### src/sv/wrst_pkg.sv
// shared types and constants for the weighted random state transition block
// no dependencies
`default_nettype none

package wrst_pkg;

    localparam int TABLE_ENTRIES = 16;
    localparam int IDX_W         = (TABLE_ENTRIES > 1) ? $clog2(TABLE_ENTRIES) : 1;
    localparam int CNT_W         = $clog2(TABLE_ENTRIES + 1);
    localparam int WT_W          = 16;
    localparam int RND_W         = 16;
    localparam int SUM_W         = WT_W + IDX_W;
    localparam int PROD_W        = RND_W + SUM_W;

    localparam logic [WT_W-1:0] WEIGHT_ONE = WT_W'(16'h0100);

    localparam logic OP_ADD   = 1'b0;
    localparam logic OP_EVENT = 1'b1;

    typedef enum logic [1:0] {
        STATUS_OK       = 2'd0,
        STATUS_NO_MATCH = 2'd1,
        STATUS_FULL     = 2'd2
    } t_status;

    typedef struct packed {
        logic            any;
        logic [7:0]      src_state;
        logic [7:0]      dst_state;
        logic [7:0]      ev_code;
        logic [WT_W-1:0] weight;
    } t_entry;

endpackage

`default_nettype wire

### src/sv/weighted_random_state_transition.sv
// top level of the weighted random state transition block
// depends on wrst_pkg
`default_nettype none

// Programmable stochastic state machine. An add request appends one transition
// to a table of wrst_pkg::TABLE_ENTRIES entries. An event request walks the
// table at one entry per cycle: a first pass fires the oldest matching
// any-state entry or sums the matching weights, a multiply state forms the
// threshold with a single multiplier, and a second pass walks the table again
// to pick the entry. An event ends early when an any-state entry or the pick
// comes early, and its result waits in the response state only while a
// previous result is still held by a stalled result stream. One request is in
// flight at a time; a finished result waits in the output register while the
// next request is taken.
module weighted_random_state_transition (
    input  wire logic        i_clk,
    input  wire logic        i_rst_n,
    input  wire logic        i_s_axis_tvalid,
    output logic             o_s_axis_tready,
    // any_state, src_state, dst_state, ev_code, weight, random_value, zero fill
    input  wire logic [63:0] i_s_axis_tdata,
    // operation
    input  wire logic        i_s_axis_tuser,
    output logic             o_m_axis_tvalid,
    input  wire logic        i_m_axis_tready,
    // state_now, moved, fired_entry, status, zero fill
    output logic [15:0]      o_m_axis_tdata
);

    typedef enum logic [4:0] {
        S_IDLE   = 5'b00001,
        S_SUM    = 5'b00010,
        S_MULT   = 5'b00100,
        S_SELECT = 5'b01000,
        S_RESP   = 5'b10000
    } t_state;

    localparam int IDX_W  = wrst_pkg::IDX_W;
    localparam int CNT_W  = wrst_pkg::CNT_W;
    localparam int SUM_W  = wrst_pkg::SUM_W;
    localparam int PROD_W = wrst_pkg::PROD_W;
    localparam int RND_W  = wrst_pkg::RND_W;

    wrst_pkg::t_entry r_table [wrst_pkg::TABLE_ENTRIES];

    t_state              r_state,    n_state;
    logic [CNT_W-1:0]    r_count,    n_count;
    logic [7:0]          r_cur,      n_cur;
    logic [CNT_W-1:0]    r_idx,      n_idx;
    logic [7:0]          r_ev,       n_ev;
    logic [RND_W-1:0]    r_rnd,      n_rnd;
    logic [SUM_W-1:0]    r_total,    n_total;
    logic [SUM_W-1:0]    r_run,      n_run;
    logic [SUM_W-1:0]    r_thr,      n_thr;
    logic                r_found,    n_found;
    logic                r_moved,    n_moved;
    logic [3:0]          r_fired,    n_fired;
    wrst_pkg::t_status   r_status,   n_status;
    logic                r_out_valid, n_out_valid;
    logic [15:0]         r_out_data,  n_out_data;

    logic                in_accept;
    logic                in_op;
    wrst_pkg::t_entry    in_entry;
    logic                wr_en;
    wrst_pkg::t_entry    ent;
    logic                ev_hit;
    logic                norm_hit;
    logic [CNT_W-1:0]    idx_inc;
    logic                last;
    logic [SUM_W-1:0]    run_sum;
    logic [PROD_W-1:0]   prod;

    assign o_s_axis_tready = (r_state == S_IDLE);
    assign in_accept       = i_s_axis_tvalid && o_s_axis_tready;
    assign in_op           = i_s_axis_tuser;

    always_comb begin
        in_entry.any       = i_s_axis_tdata[0];
        in_entry.src_state = i_s_axis_tdata[8:1];
        in_entry.dst_state = i_s_axis_tdata[16:9];
        in_entry.ev_code   = i_s_axis_tdata[24:17];
        in_entry.weight    = i_s_axis_tdata[0] ? wrst_pkg::WEIGHT_ONE
                                               : i_s_axis_tdata[40:25];
    end

    assign ent      = r_table[r_idx[IDX_W-1:0]];
    assign ev_hit   = (ent.ev_code == r_ev);
    assign norm_hit = !ent.any && (ent.src_state == r_cur) && ev_hit;
    assign idx_inc  = r_idx + CNT_W'(1);
    assign last     = (idx_inc == r_count);
    assign run_sum  = r_run + SUM_W'(ent.weight);
    assign prod     = PROD_W'(r_rnd) * PROD_W'(r_total);

    always_comb begin
        n_state     = r_state;
        n_count     = r_count;
        n_cur       = r_cur;
        n_idx       = r_idx;
        n_ev        = r_ev;
        n_rnd       = r_rnd;
        n_total     = r_total;
        n_run       = r_run;
        n_thr       = r_thr;
        n_found     = r_found;
        n_moved     = r_moved;
        n_fired     = r_fired;
        n_status    = r_status;
        n_out_valid = r_out_valid && !i_m_axis_tready;
        n_out_data  = r_out_data;
        wr_en       = 1'b0;

        unique case (r_state)
            S_IDLE: begin
                if (in_accept) begin
                    n_ev    = i_s_axis_tdata[24:17];
                    n_rnd   = i_s_axis_tdata[56:41];
                    n_moved = 1'b0;
                    n_fired = 4'd0;
                    n_idx   = '0;
                    n_total = '0;
                    n_run   = '0;
                    n_found = 1'b0;
                    n_state = S_RESP;
                    if (in_op == wrst_pkg::OP_ADD) begin
                        if (r_count == CNT_W'(wrst_pkg::TABLE_ENTRIES)) begin
                            n_status = wrst_pkg::STATUS_FULL;
                        end else begin
                            wr_en    = 1'b1;
                            n_count  = r_count + CNT_W'(1);
                            n_status = wrst_pkg::STATUS_OK;
                        end
                    end else if (r_count == '0) begin
                        n_status = wrst_pkg::STATUS_NO_MATCH;
                    end else begin
                        n_state = S_SUM;
                    end
                end
            end
            S_SUM: begin
                // any-state entries win outright, oldest first
                if (ent.any && ev_hit) begin
                    n_cur    = ent.dst_state;
                    n_moved  = 1'b1;
                    n_fired  = 4'(r_idx);
                    n_status = wrst_pkg::STATUS_OK;
                    n_state  = S_RESP;
                end else begin
                    if (norm_hit) begin
                        n_total = r_total + SUM_W'(ent.weight);
                        n_found = 1'b1;
                    end
                    n_idx = idx_inc;
                    if (last) begin
                        if (r_found || norm_hit) begin
                            n_state = S_MULT;
                        end else begin
                            n_status = wrst_pkg::STATUS_NO_MATCH;
                            n_state  = S_RESP;
                        end
                    end
                end
            end
            S_MULT: begin
                n_thr   = prod[PROD_W-1:RND_W];
                n_idx   = '0;
                n_run   = '0;
                n_state = S_SELECT;
            end
            S_SELECT: begin
                if (norm_hit && (run_sum >= r_thr)) begin
                    n_cur    = ent.dst_state;
                    n_moved  = 1'b1;
                    n_fired  = 4'(r_idx);
                    n_status = wrst_pkg::STATUS_OK;
                    n_state  = S_RESP;
                end else begin
                    if (norm_hit) begin
                        n_run = run_sum;
                    end
                    n_idx = idx_inc;
                    if (last) begin
                        n_status = wrst_pkg::STATUS_NO_MATCH;
                        n_state  = S_RESP;
                    end
                end
            end
            S_RESP: begin
                if (!r_out_valid || i_m_axis_tready) begin
                    n_out_valid = 1'b1;
                    n_out_data  = {1'b0, r_status, r_fired, r_moved, r_cur};
                    n_state     = S_IDLE;
                end
            end
            default: begin
                n_state = S_IDLE;
            end
        endcase
    end

    always_ff @(posedge i_clk) begin
        if (!i_rst_n) begin
            r_state     <= S_IDLE;
            r_count     <= '0;
            r_cur       <= '0;
            r_out_valid <= 1'b0;
        end else begin
            r_state     <= n_state;
            r_count     <= n_count;
            r_cur       <= n_cur;
            r_out_valid <= n_out_valid;
        end
    end

    always_ff @(posedge i_clk) begin
        r_idx      <= n_idx;
        r_ev       <= n_ev;
        r_rnd      <= n_rnd;
        r_total    <= n_total;
        r_run      <= n_run;
        r_thr      <= n_thr;
        r_found    <= n_found;
        r_moved    <= n_moved;
        r_fired    <= n_fired;
        r_status   <= n_status;
        r_out_data <= n_out_data;
        if (wr_en) begin
            r_table[r_count[IDX_W-1:0]] <= in_entry;
        end
    end

    assign o_m_axis_tvalid = r_out_valid;
    assign o_m_axis_tdata  = r_out_data;

    // table fill never passes its depth
    a_count_bound: assert property (@(posedge i_clk) disable iff (!i_rst_n)
        r_count <= CNT_W'(wrst_pkg::TABLE_ENTRIES))
        else $error("entry count beyond table depth");

    // a dropped add leaves the table untouched
    a_full_drop: assert property (@(posedge i_clk) disable iff (!i_rst_n)
        in_accept && (in_op == wrst_pkg::OP_ADD)
            && (r_count == CNT_W'(wrst_pkg::TABLE_ENTRIES))
        |=> $stable(r_count) && (r_status == wrst_pkg::STATUS_FULL))
        else $error("full table changed on add");

    // the current state only moves when a transition fires
    a_state_move: assert property (@(posedge i_clk) disable iff (!i_rst_n)
        (r_state == S_RESP) && !r_moved |-> $stable(r_cur))
        else $error("state changed without a fired transition");

endmodule

`default_nettype wire

### config.mk
export PLATFORM = sky130hd
export DESIGN_NAME = weighted_random_state_transition
export DESIGN_NICKNAME = d
export VERILOG_FILES = /design/src/sv/wrst_pkg.sv /design/src/sv/weighted_random_state_transition.sv
export SDC_FILE = /design/constraint.sdc
export NUM_CORES = 1
export LEC_CHECK = 0
export BUFFER_PORTS_ARGS = -buffer_cell sky130_fd_sc_hd__buf_4
export CAP_MARGIN = 20
export CORE_ASPECT_RATIO = 0.9
export CORE_UTILIZATION = 50
export DETAILED_ROUTE_END_ITERATION = 12
export GPL_TIMING_DRIVEN = 0
export PLACE_DENSITY_LB_ADDON = 0.1
export SYNTH_ARGS = -nofsm -noshare
export SYNTH_HDL_FRONTEND = slang
export SYNTH_SLANG_ARGS = --single-unit
### constraint.sdc
create_clock -name i_clk -period 10.8 [get_ports i_clk]
set_input_delay 1.62 -clock i_clk [delete_from_list [all_inputs] [get_ports i_clk]]
set_output_delay 1.62 -clock i_clk [all_outputs]
set_load 0.01 [all_outputs]
==> flow_summary.ini <==
[setup_path]
cp_top_family = compound AO/OA/AOI/OAI gates
critPathMaxStageDelay_ns = 0.81
cp.depth = 28
crit_slowest_cell = clkbuf_1
worst_setup_path_start_kind = register
path_buf_inv = 6
cp_max_fo = 10
critPathKind = register to register
crit_required_ns = 11.12
end_kind = register
reg2reg_depth = 28
arrival_ns = 9.95

[synthesis]
ys_seq_area_share_pct = 56.1
netlist_instances = 2779
yosysTopAreaCell = edfxtp_1
yosysMostFrequentCell = edfxtp_1
synthTopCellsByArea = edfxtp_1 55%, fa_1 12%, mux4_2 9.1%
syn_nets = 3261
synthArstFlopShare_pct = 0
postSynthAreaPerCell_um2 = 15.1
synth_fa_ha_area_share_pct = 16.8
synth.distinct_cells = 67
synth_top_family_by_area = adder cells
synth-xor-area-share_pct = 1.57
synthMuxAreaShare_pct = 10.8
ys_warn_count = 0
synth_common_cells = 768 x edfxtp_1, 323 x inv_1, 251 x fa_1
synth_compound_area_share_pct = 2.99
yosys.area_share.simple_pct = 7.51
synth_edf_count = 768
synth_seq_cells = 791
yosysTopAreaCellShare_pct = 55.0
netlist_area_um2 = 41900
synth_flop_cell = edfxtp_1

[cts]
cts_buffers = 84
clock_path_buffers = 3
clk_latency_ns = 0.67
ctsRootBufferMaster = clkbuf_16
clkSlewWorstSetupHoldPaths_ns = 0.06
postCtsSetupBuffers = 0
cts_tree = built
cts_sinks = 791
post_cts_resized = 0
cts.htree.levels = 3
cts_hold_buf = 0

[floorplanning]
chipHeight_um = 277
placementRows = 100
ioPinCount = 87
die_w_um = 307
start_util_pct = 50.6
die-area_um2 = 85000
fp.coreArea_um2 = 82800

[global_routing]
grt_max_degree = 26
grt_overflow = 0
grt_first_pass_wirelength_um = 156000
grt_pass1_vias = 25200
grt_usage_pct = 24.7
antenna_found_initial = 1

[sta]
tightest_slew_ns = 1.07
finalCritPeriodShare_pct = 89.2
post-route-min-period_ns = 9.64
hold_viol = 0
skew_ns = 0.0489
rsz0062_at_grt = false
setup_ws_ns = 1.16
finalMaxSlewViolations = 0
finalSetupViolCount = 0
max-slew-margin-rel_pct = 28.5
fmax_mhz = 104

[layout]
fillers = 6484
drive_gt1_share_pct = 15.6
antennaDiodeCount = 0
synthToLayoutAreaGrowth_pct = 13.5
nets = 3471
post-route-util_pct = 57.4

[hold_path]
hold_depth = 0
min_path_type = register to register

[pwr]
ir_drop_uv = 281
power_density_nw_per_um2 = 257
p_leak_nw = 17.8
p_total_mw = 12.2

[drt]
post_drt_wl_per_cell_um = 24.2
drt_wl_total_um = 101000
dr.pass1.iters = 7
vias = 23500
drc = 0
ant_nets = 0
drt-initial-drc-count = 1719
viasPerCell = 5.63

[placement]
io_buffers = 77
place_ws_ns = 1.25
place_congestion = 0.880
hpwl_um = 73400

[status]
outcome = completed

[run]
max-cap-violations = 0
==> cell usage in the layout (no fill, tap or decap), types with 6 or more instances in the layout <==
| cell | Yosys | final |
|---|---|---|
| buf_12 | 1 | 12 |
| clkbuf_1 | 83 | 99 |
| or3_1 | 6 | 6 |
| nor2_1 | 72 | 60 |
| xnor2_1 | 46 | 46 |
| buf_16 | 0 | 13 |
| a211oi_1 | 13 | 13 |
| inv_1 | 323 | 322 |
| buf_6 | 4 | 22 |
| o21ai_0 | 34 | 34 |
| fa_1 | 251 | 251 |
| buf_4 | 6 | 85 |
| and2_1 | 173 | 173 |
| nor2b_1 | 36 | 35 |
| buf_1 | 8 | 8 |
| ha_1 | 162 | 162 |
| nand4_1 | 10 | 10 |
| mux2i_1 | 65 | 65 |
| nand2b_1 | 12 | 12 |
| a22oi_1 | 24 | 24 |
| a21oi_1 | 49 | 49 |
| and3_1 | 14 | 14 |
| clkinv_2 | 0 | 13 |
| or2_2 | 6 | 6 |
| nand3_1 | 30 | 30 |
| xor2_1 | 29 | 29 |
| clkbuf_16 | 0 | 84 |
| a21o_1 | 14 | 14 |
| buf_2 | 16 | 16 |
| clkinv_1 | 1 | 16 |
| nor3_1 | 32 | 28 |
| dfxtp_1 | 23 | 23 |
| clkbuf_8 | 0 | 6 |
| nor2_4 | 0 | 12 |
| edfxtp_1 | 768 | 768 |
| nand2_1 | 219 | 219 |
| mux4_2 | 170 | 170 |
==> path summary, 6_finish.rpt <==
path / startpoint / endpoint / slack, ns
worst min register to register: r_status[1] / o_m_axis_tdata[14] / 0.42
worst max-delay path: register / r_fired[1] / 1.16
worst min-delay path: r_status[1] / o_m_axis_tdata[14] / 0.42
worst max register to register: register / r_fired[1] / 1.16
==> layout make-up <==
type                    instances  area, um2  share of cell area [%]
repair buffers                124       1420                    2.98
well taps                    1122       1400                    2.95
flip-flops and latches        791      23500                    49.4
plain buffers                 119        547                    1.15
clock buffers                 106       2240                    4.72
clock inverters                45        460                   0.968
inverters                     324       1220                    2.56
multi-input cells            1545      16800                    35.2
==> layer usage <==
| metal | track usage, % | routed length (um) | up-vias |
|---|---|---|---|
| met5 | 0 | 9 | - |
| met4 | 5.83 | 2040 | 2 |
| met3 | 3.38 | 5080 | 146 |
| met2 | 40.8 | 49700 | 682 |
| met1 | 35.0 | 44400 | 12300 |
| li1 | - | - | 10400 |
==> per-stage QoR <==
step                TNS, ns  std cells  hold WS [ns]  instance area (um2)
floorplan                 0       2779         0.400                41900
finish                    0       4176         0.420                47600
detailed placement        0       4025         0.405                44900
CTS                       0       4176         0.421                47600
global route              0       4176         0.434                47600
global placement     -0.146       3978         0.406                43900
==> cells by family after synthesis <==
group,after synthesis
AND/OR/NAND/NOR,627
flip-flops,791
XOR/XNOR,75
multiplexers,239
AO/OA/AOI/OAI,190
other,1
buffers and inverters,443
adder cells (fa/ha/maj),413
==> power by group <==
part | switching (mW) | internal [mW] | leakage [nW]
clock | 1.21 | 1.60 | 1.31
combinational | 3.22 | 2.47 | 9.23
sequential | 0.0490 | 3.67 | 7.20
total | 4.48 | 7.75 | 17.8
==> flip-flops by register name (all words and copies together) (netlist names), 2 cells and up, named ones only <==
| name | count |
|---|---|
| o_m_axis_tdata | 15 |
| r_ev | 8 |
| r_cur | 8 |
| r_table | 656 |
| r_fired | 4 |
| r_total | 20 |
| r_run | 20 |
| r_count | 5 |
| r_thr | 20 |
| r_rnd | 16 |
| r_idx | 5 |
| r_state | 5 |
| r_status | 2 |
Note: power is estimated with default switching activity, not from simulation.
